### config.mk
export PLATFORM = sky130hd
export DESIGN_NAME = tank_pump_level_controller_flat
export DESIGN_NICKNAME = d
export VERILOG_FILES = /design/src/tplc_pkg.sv /design/src/tplc_if.sv /design/src/tank_pump_level_controller.sv /design/src/flat_wrapper.sv
export SDC_FILE = /design/constraint.sdc
export NUM_CORES = 1
export LEC_CHECK = 0
export ABC_AREA = 1
export BUFFER_PORTS_ARGS = -buffer_cell sky130_fd_sc_hd__buf_4
export CAP_MARGIN = 20
export CELL_PAD_IN_SITES_DETAIL_PLACEMENT = 0
export CELL_PAD_IN_SITES_GLOBAL_PLACEMENT = 1
export CORE_ASPECT_RATIO = 2
export CORE_UTILIZATION = 45
export DETAILED_ROUTE_END_ITERATION = 6
export GPL_ROUTABILITY_DRIVEN = 1
export HOLD_SLACK_MARGIN = 0.02
export PLACE_DENSITY = 0.82
export SLEW_MARGIN = 20
export SYNTH_ARGS = -nofsm -noshare
export SYNTH_HDL_FRONTEND = slang
export SYNTH_SLANG_ARGS = --single-unit
### constraint.sdc
create_clock -name clk_i -period 3.3 [get_ports clk_i]
set_input_delay 0.495 -clock clk_i [delete_from_list [all_inputs] [get_ports clk_i]]
set_output_delay 0.495 -clock clk_i [all_outputs]
set_load 0.05 [all_outputs]
### src/tplc_pkg.sv
`default_nettype none
package tplc_pkg;

  localparam int unsigned TimeoutW = 24;
  localparam int unsigned BlinkW   = 16;
  localparam int unsigned CfgIdxW  = 2;
  localparam int unsigned CfgDataW = 24;

  localparam logic [TimeoutW-1:0] TimeoutRst  = 24'd600000;
  localparam logic [BlinkW-1:0]   BlinkHalfRst = 16'd500;
  localparam logic [TimeoutW-1:0] ElapsedMax  = {TimeoutW{1'b1}};

  // register indexes on the config port
  localparam logic [CfgIdxW-1:0] RegRunTimeout = 2'd0;
  localparam logic [CfgIdxW-1:0] RegBlinkHalf  = 2'd1;

  // mode codes as seen on mode_out
  localparam logic [1:0] ModeCodeOff = 2'd0;
  localparam logic [1:0] ModeCodeRun = 2'd1;
  localparam logic [1:0] ModeCodeEmg = 2'd2;

  typedef enum logic [2:0] {
    MODE_OFF = 3'b001,
    MODE_RUN = 3'b010,
    MODE_EMG = 3'b100
  } mode_e;

  typedef struct packed {
    logic level_top;
    logic level_upper_mid;
    logic level_lower_mid;
    logic level_bottom;
    logic panic_button;
    logic manual_start;
  } tick_t;

  typedef struct packed {
    logic       pump_drive;
    logic       lamp_top;
    logic       lamp_upper_mid;
    logic       lamp_lower_mid;
    logic       lamp_bottom;
    logic [1:0] mode_out;
  } result_t;

  typedef struct packed {
    logic [CfgIdxW-1:0]  index;
    logic [CfgDataW-1:0] wdata;
  } cfg_wr_t;

endpackage
`default_nettype wire

### src/tplc_if.sv
`default_nettype none
interface tplc_tick_if;
  import tplc_pkg::*;
  logic  valid;
  logic  ready;
  tick_t data;
  modport source (output valid, output data, input ready);
  modport sink   (input valid, input data, output ready);
endinterface

interface tplc_result_if;
  import tplc_pkg::*;
  logic    valid;
  logic    ready;
  result_t data;
  modport source (output valid, output data, input ready);
  modport sink   (input valid, input data, output ready);
endinterface

interface tplc_cfg_if;
  import tplc_pkg::*;
  logic    valid;
  logic    ready;
  cfg_wr_t data;
  modport source (output valid, output data, input ready);
  modport sink   (input valid, input data, output ready);
endinterface
`default_nettype wire

### src/tank_pump_level_controller.sv
`default_nettype none
// Channel   Dir  Payload                               Beat taken when
// tick_i    in   four level switches, panic, manual    valid & ready
// result_o  out  pump drive, four lamps, mode code     valid & ready
// cfg_i     in   register index, write data            valid & ready (ready always high)
//
// One tick beat per cycle. The mode, run counter and blink state update at the
// accepting edge; the result sits in a one-deep output register, so the next
// tick is taken in the same cycle as the held result is drained.
// Reset clears the mode to off, the counters to zero, the blink phase to lit
// and loads the default timeout and half period. A stalled output only holds
// off new ticks while the register is full and not being taken.
module tank_pump_level_controller
  import tplc_pkg::*;
(
  input  wire logic     clk_i,
  input  wire logic     rst_ni,
  tplc_tick_if.sink     tick_i,
  tplc_result_if.source result_o,
  tplc_cfg_if.sink      cfg_i
);

  // configuration
  logic [TimeoutW-1:0] timeout_q;
  logic [BlinkW-1:0]   blink_half_q;

  assign cfg_i.ready = 1'b1;

  always_ff @(posedge clk_i or negedge rst_ni) begin
    if (!rst_ni) begin
      timeout_q    <= TimeoutRst;
      blink_half_q <= BlinkHalfRst;
    end else if (cfg_i.valid) begin
      case (cfg_i.data.index)
        RegRunTimeout: timeout_q    <= cfg_i.data.wdata[TimeoutW-1:0];
        RegBlinkHalf:  blink_half_q <= cfg_i.data.wdata[BlinkW-1:0];
        default: ;
      endcase
    end
  end

  // state
  mode_e               mode_q, mode_d;
  logic [TimeoutW-1:0] elapsed_q, elapsed_d;
  logic [BlinkW-1:0]   blink_cnt_q, blink_cnt_d;
  logic                phase_q, phase_d;

  logic    out_valid_q;
  result_t out_q, out_d;
  logic    take;

  assign tick_i.ready = !out_valid_q || result_o.ready;
  assign take         = tick_i.valid && tick_i.ready;

  logic [TimeoutW-1:0] elapsed_inc;
  logic [BlinkW:0]     blink_inc;

  always_comb begin
    tick_t t;
    t           = tick_i.data;
    mode_d      = mode_q;
    elapsed_d   = elapsed_q;
    blink_cnt_d = blink_cnt_q;
    phase_d     = phase_q;
    elapsed_inc = (elapsed_q != ElapsedMax) ? elapsed_q + 1'b1 : elapsed_q;
    blink_inc   = {1'b0, blink_cnt_q} + 1'b1;

    case (mode_q)
      MODE_OFF: begin
        if ((!t.level_top && !t.level_bottom) || t.manual_start) begin
          mode_d    = MODE_RUN;
          elapsed_d = '0;
        end
      end
      MODE_RUN: begin
        elapsed_d = elapsed_inc;
        if (t.level_top) mode_d = MODE_OFF;
        // timeout wins over a wet top switch
        if (elapsed_inc > timeout_q) mode_d = MODE_EMG;
      end
      default: mode_d = MODE_EMG;
    endcase

    if (t.panic_button) mode_d = MODE_EMG;

    out_d.pump_drive = (mode_d == MODE_RUN);
    if (mode_d == MODE_EMG) begin
      out_d.lamp_top       = phase_q;
      out_d.lamp_upper_mid = phase_q;
      out_d.lamp_lower_mid = phase_q;
      out_d.lamp_bottom    = phase_q;
      // zero half period acts as one: toggle every tick
      if (blink_inc >= {1'b0, blink_half_q}) begin
        blink_cnt_d = '0;
        phase_d     = !phase_q;
      end else begin
        blink_cnt_d = blink_inc[BlinkW-1:0];
      end
    end else begin
      out_d.lamp_top       = t.level_top;
      out_d.lamp_upper_mid = t.level_upper_mid;
      out_d.lamp_lower_mid = t.level_lower_mid;
      out_d.lamp_bottom    = t.level_bottom;
    end

    case (mode_d)
      MODE_OFF: out_d.mode_out = ModeCodeOff;
      MODE_RUN: out_d.mode_out = ModeCodeRun;
      default:  out_d.mode_out = ModeCodeEmg;
    endcase
  end

  always_ff @(posedge clk_i or negedge rst_ni) begin
    if (!rst_ni) begin
      mode_q      <= MODE_OFF;
      elapsed_q   <= '0;
      blink_cnt_q <= '0;
      phase_q     <= 1'b1;
      out_valid_q <= 1'b0;
    end else begin
      if (take) begin
        mode_q      <= mode_d;
        elapsed_q   <= elapsed_d;
        blink_cnt_q <= blink_cnt_d;
        phase_q     <= phase_d;
        out_valid_q <= 1'b1;
      end else if (result_o.ready) begin
        out_valid_q <= 1'b0;
      end
    end
  end

  always_ff @(posedge clk_i) begin
    if (take) out_q <= out_d;
  end

  assign result_o.valid = out_valid_q;
  assign result_o.data  = out_q;

endmodule
`default_nettype wire
### src/flat_wrapper.sv
// flat-port wrapper written by rule: the top's interface ports become plain ports
module tank_pump_level_controller_flat import tplc_pkg::*;
  (clk_i, rst_ni, tick_i_valid, tick_i_data, tick_i_ready, result_o_valid, result_o_data, result_o_ready, cfg_i_valid, cfg_i_data, cfg_i_ready);
  tplc_tick_if tick_i_i ();
  tplc_result_if result_o_i ();
  tplc_cfg_if cfg_i_i ();
  input  wire logic clk_i;
  input  wire logic rst_ni;
  input wire logic [$bits(tick_i_i.valid)-1:0] tick_i_valid;
  input wire logic [$bits(tick_i_i.data)-1:0] tick_i_data;
  output wire logic [$bits(tick_i_i.ready)-1:0] tick_i_ready;
  output wire logic [$bits(result_o_i.valid)-1:0] result_o_valid;
  output wire logic [$bits(result_o_i.data)-1:0] result_o_data;
  input wire logic [$bits(result_o_i.ready)-1:0] result_o_ready;
  input wire logic [$bits(cfg_i_i.valid)-1:0] cfg_i_valid;
  input wire logic [$bits(cfg_i_i.data)-1:0] cfg_i_data;
  output wire logic [$bits(cfg_i_i.ready)-1:0] cfg_i_ready;
  assign tick_i_i.valid = tick_i_valid;
  assign tick_i_i.data = tick_i_data;
  assign tick_i_ready = tick_i_i.ready;
  assign result_o_valid = result_o_i.valid;
  assign result_o_data = result_o_i.data;
  assign result_o_i.ready = result_o_ready;
  assign cfg_i_i.valid = cfg_i_valid;
  assign cfg_i_i.data = cfg_i_data;
  assign cfg_i_ready = cfg_i_i.ready;
  tank_pump_level_controller u_core (.clk_i(clk_i), .rst_ni(rst_ni), .tick_i(tick_i_i), .result_o(result_o_i), .cfg_i(cfg_i_i));
endmodule
==> out/qor.yml <==
run_status:
  status: "finished clean"
grt:
  grt_max_degree: 86
  grt_first_pass_wirelength_mm: 23.52
  grt_pass1_vias: 5103
  grt_util_all_layers: 0.2384
  antenna_violations_before_repair: 0
  grt_overflow: 0
clock_network:
  h-tree-depth: 3
  cts_buffer_depth: 2
  cts.sink_count: 91
  clkTransAtPathRegs_ps: 70
  worst_skew_pair.late_latency_ps: 350
  tritoncts: "done"
  cts-buffers-inserted: 9
  clock-root-buffer: "sky130_fd_sc_hd__clkbuf_16"
synthesis:
  netlist.top_cell.by_area: "sky130_fd_sc_hd__dfrtp_1"
  synth_enable_flop_cells: 6
  synthesized_area_divided_by_synthesized_cell_count_um2: 7.595
  yosysMostFrequentCell: "sky130_fd_sc_hd__nand2_1"
  synth.top_cells.by_area: "sky130_fd_sc_hd__dfrtp_1 (30%), sky130_fd_sc_hd__nand2_1 (14%), sky130_fd_sc_hd__ha_1 (9.0%)"
  yosysWarningCount: 0
  synthDominantCellAreaShare: 0.2960
  gate_count_after_technology_mapping: 768
  mappedNetlistNets: 847
  synth.yosys.seq_area_share: 0.3990
  synth.distinct_cells: 43
  postSynth.asyncResetShare: 0.9341
  synth_area_um2: 5833
  synth_top_cells_by_count: "sky130_fd_sc_hd__nand2_1 (218), sky130_fd_sc_hd__inv_1 (135), sky130_fd_sc_hd__dfrtp_1 (69)"
  yosys_register_bits: 91
  synth_flop_cell: "sky130_fd_sc_hd__dfrtp_1"
critical_path:
  cpLargestDelayFamily: "simple AND/OR/NAND/NOR gates"
  cp_num_cells: 21
  worst-r2r-cell-count: 21
  timing.critical_path.to: "u_core.blink_cnt_q[2]"
  cp_cell_sequence: "ha_4 -> nand3_4 -> nor3_4 -> buf_4 -> nand2_4 -> nor2_4 -> nand2_2 -> xor2_2 -> ha_1 -> nand2_2 -> nor2_4 -> nand4_1 -> nor2_4 -> nand2_1 -> nand3_2 -> nand3_2 -> nand2_4 -> nand2_8 -> clkbuf_16 -> nand2_1 -> o21ai_1"
  timing.critical_path.from_type: "register"
  critPathMostFrequentCell: "sky130_fd_sc_hd__nor2_4"
  critical_path.reg2reg.startpoint: "u_core.elapsed_q[0]"
  critical_path_buf_inv_count: 2
  crit_fanout: 8
  worst_path_largest_cell_delay_ps: 400
  worst_setup_path_end_kind: "register"
  crit-reg2reg-capture: "u_core.blink_cnt_q[2]"
  worst-r2r-setup-slack_ps: 60
  worstSetupPathType: "reg2reg"
  worst-endpoint-required_ps: 3530
  critPathLaunch: "u_core.elapsed_q[0]"
  slowest_stage: "sky130_fd_sc_hd__dfrtp_1"
  crit_arrival_ps: 3470
cells_and_area:
  diodes: 0
  area_growth_syn_to_layout_pct: 22.27
  sequential_cell_area_um2: 2330
  final.fill_count: 1197
  final_std_cell_area_no_fill_um2: 7132
  layout.nets: 916
  final_util: 0.5648
  share_of_final_layout_standard_cells_stronger_than_drive_strength_1: 0.2185
  multiInputGateArea_um2: 3112
  instances_no_fill: 992
timing:
  final.setup.tns_ps: 0
  max_slew.worst_pin.slew_ps: 788.5
  drv_slew: 0
  timing.final.hold_violations: 0
  grt_setup_unrepaired: "true"
  fin_crit_ps: 3237
  report.final.setup_viol: 0
  finalHoldWorstSlack_ps: 188.8
  relSlewSlack: 0.4743
  fin_ws_ps: 62.92
  period_utilisation_layout: 0.9809
  setup_skew_ps: 7.688
  achievable-frequency_mhz: 308.9
place:
  dp_worst_setup_slack_ps: -115.4
  io_buffers: 45
  postPlaceCellArea_um2: 6399
  dp.cells: 960
  dp_hpwl_mm: 11.40
  gp_congestion: 0.9198
floorplanning:
  chipHeight_um: 163.0
  core_um2: 12630
  die_w_um: 82.51
  top_level_ports: 47
  core.rowCount: 58
  initial_core_util: 0.4620
  die-area_um2: 13450
pwr:
  power.density_cell_area_nw_per_um2: 486.1
  total_power_mw: 3.467
  power.ir.vdd_worst_v: 0.0002969
  static-leakage-power_nw: 3.886
drt:
  detail_route.iter0.violations: 190
  drt_drc_violations_left: 0
  ant_nets: 0
  totalWireLength_mm: 15.41
  drtPass1Iterations: 4
  vias: 5142
  routedWlPerCell_um: 15.53
  route.detailed.vias_per_inst: 5.183
job:
  drv.max_cap_violation_count: 0
min_path:
  min-delay-path-class: "in2async"
## worst min path at each step
stage                                       start                       to  slack [ps]  depth (start not counted)
after global placement             u_core.phase_q           u_core.phase_q         460                          2
after global routing                       rst_ni   u_core.blink_cnt_q[10]         260                          1
after CTS                          tick_i_data[1]         u_core.mode_q[0]         370                          3
after floorplan                            rst_ni    u_core.blink_cnt_q[0]         200                          0
after detailed placement  u_core.blink_half_q[10]  u_core.blink_half_q[10]         470                          2
final                                      rst_ni   u_core.blink_cnt_q[14]         190                          1
## report_power, final
| group | switching (mW) | leakage (nW) | internal (mW) |
|---|---|---|---|
| logic | 0.565 | 2.70 | 0.372 |
| clock network | 0.466 | 0.152 | 0.669 |
| registers | 0.101 | 1.03 | 1.29 |
| total | 1.13 | 3.89 | 2.33 |
## kinds of logic (layout without fill, tap and decap cells)
group / after synthesis / in the layout / synth area share
AO/OA/AOI/OAI: 94 / 94 / 0.08451
AND/OR/NAND/NOR: 350 / 351 / 0.2683
adder cells (fa/ha/maj): 42 / 42 / 0.09009
flip-flops: 91 / 91 / 0.3990
XOR/XNOR: 30 / 30 / 0.04891
buffers and inverters: 160 / 233 / 0.1085
other: 1 / 1 / 0.0006429
## area by class of cell
| type | count | share of cell area |
|---|---|---|
| multi-input cells | 518 | 0.4363 |
| flip-flops and latches | 91 | 0.3267 |
| repair buffers | 79 | 0.09193 |
| inverters | 138 | 0.07333 |
| clock buffers | 9 | 0.03158 |
| well taps | 150 | 0.02632 |
| clock inverters | 7 | 0.01386 |
## flip-flops by register name (all words and copies together), names as in the netlist
name / count
u_core.blink_cnt_q: 16
u_core.blink_half_q: 16
u_core.elapsed_q: 24
u_core.mode_q: 3
u_core.phase_q: 1
u_core.result_o.data: 6
u_core.result_o.valid: 1
u_core.timeout_q: 24
## worst register-to-register path: cells and delay by family (launching register included)
| family | cells | cell delay (ps) |
|---|---|---|
| simple gates | 15 | 1690 |
| fa+ha+maj | 2 | 460 |
| flops | 1 | 400 |
| buf+inv | 2 | 370 |
| xor+xnor | 1 | 160 |
| compound gates | 1 | 60 |
## routing by layer
layer,up-vias,track usage,share of wire
met5,-,0,0
met2,98,0.4602,0.59
li1,2541,-,-
met4,0,0.1371,0.047
met1,2463,0.2241,0.34
met3,40,0.03464,0.023
## timing repair
action                                  4_1_cts  5_1_grt
resized for setup                            12       48
pin swaps                                     9       25
cloned                                        0        4
setup buffers                                 4        7
endpoints found under the setup margin       21       24
hold buffers                                  0        0
## placed cells by master, fill, tap and decap left out, types with 11 or more instances in the layout
cell type	instances
sky130_fd_sc_hd__ha_1	41
sky130_fd_sc_hd__o21ai_0	54
sky130_fd_sc_hd__clkbuf_16	11
sky130_fd_sc_hd__inv_1	132
sky130_fd_sc_hd__xor2_1	21
sky130_fd_sc_hd__nand3_1	12
sky130_fd_sc_hd__a21oi_1	25
sky130_fd_sc_hd__nor2_1	44
sky130_fd_sc_hd__dfstp_2	16
sky130_fd_sc_hd__dfrtp_1	67
sky130_fd_sc_hd__buf_4	73
sky130_fd_sc_hd__nand4_1	21
sky130_fd_sc_hd__nand2_2	18
sky130_fd_sc_hd__nand2_1	200
Note: power is estimated with default switching activity, not from simulation.
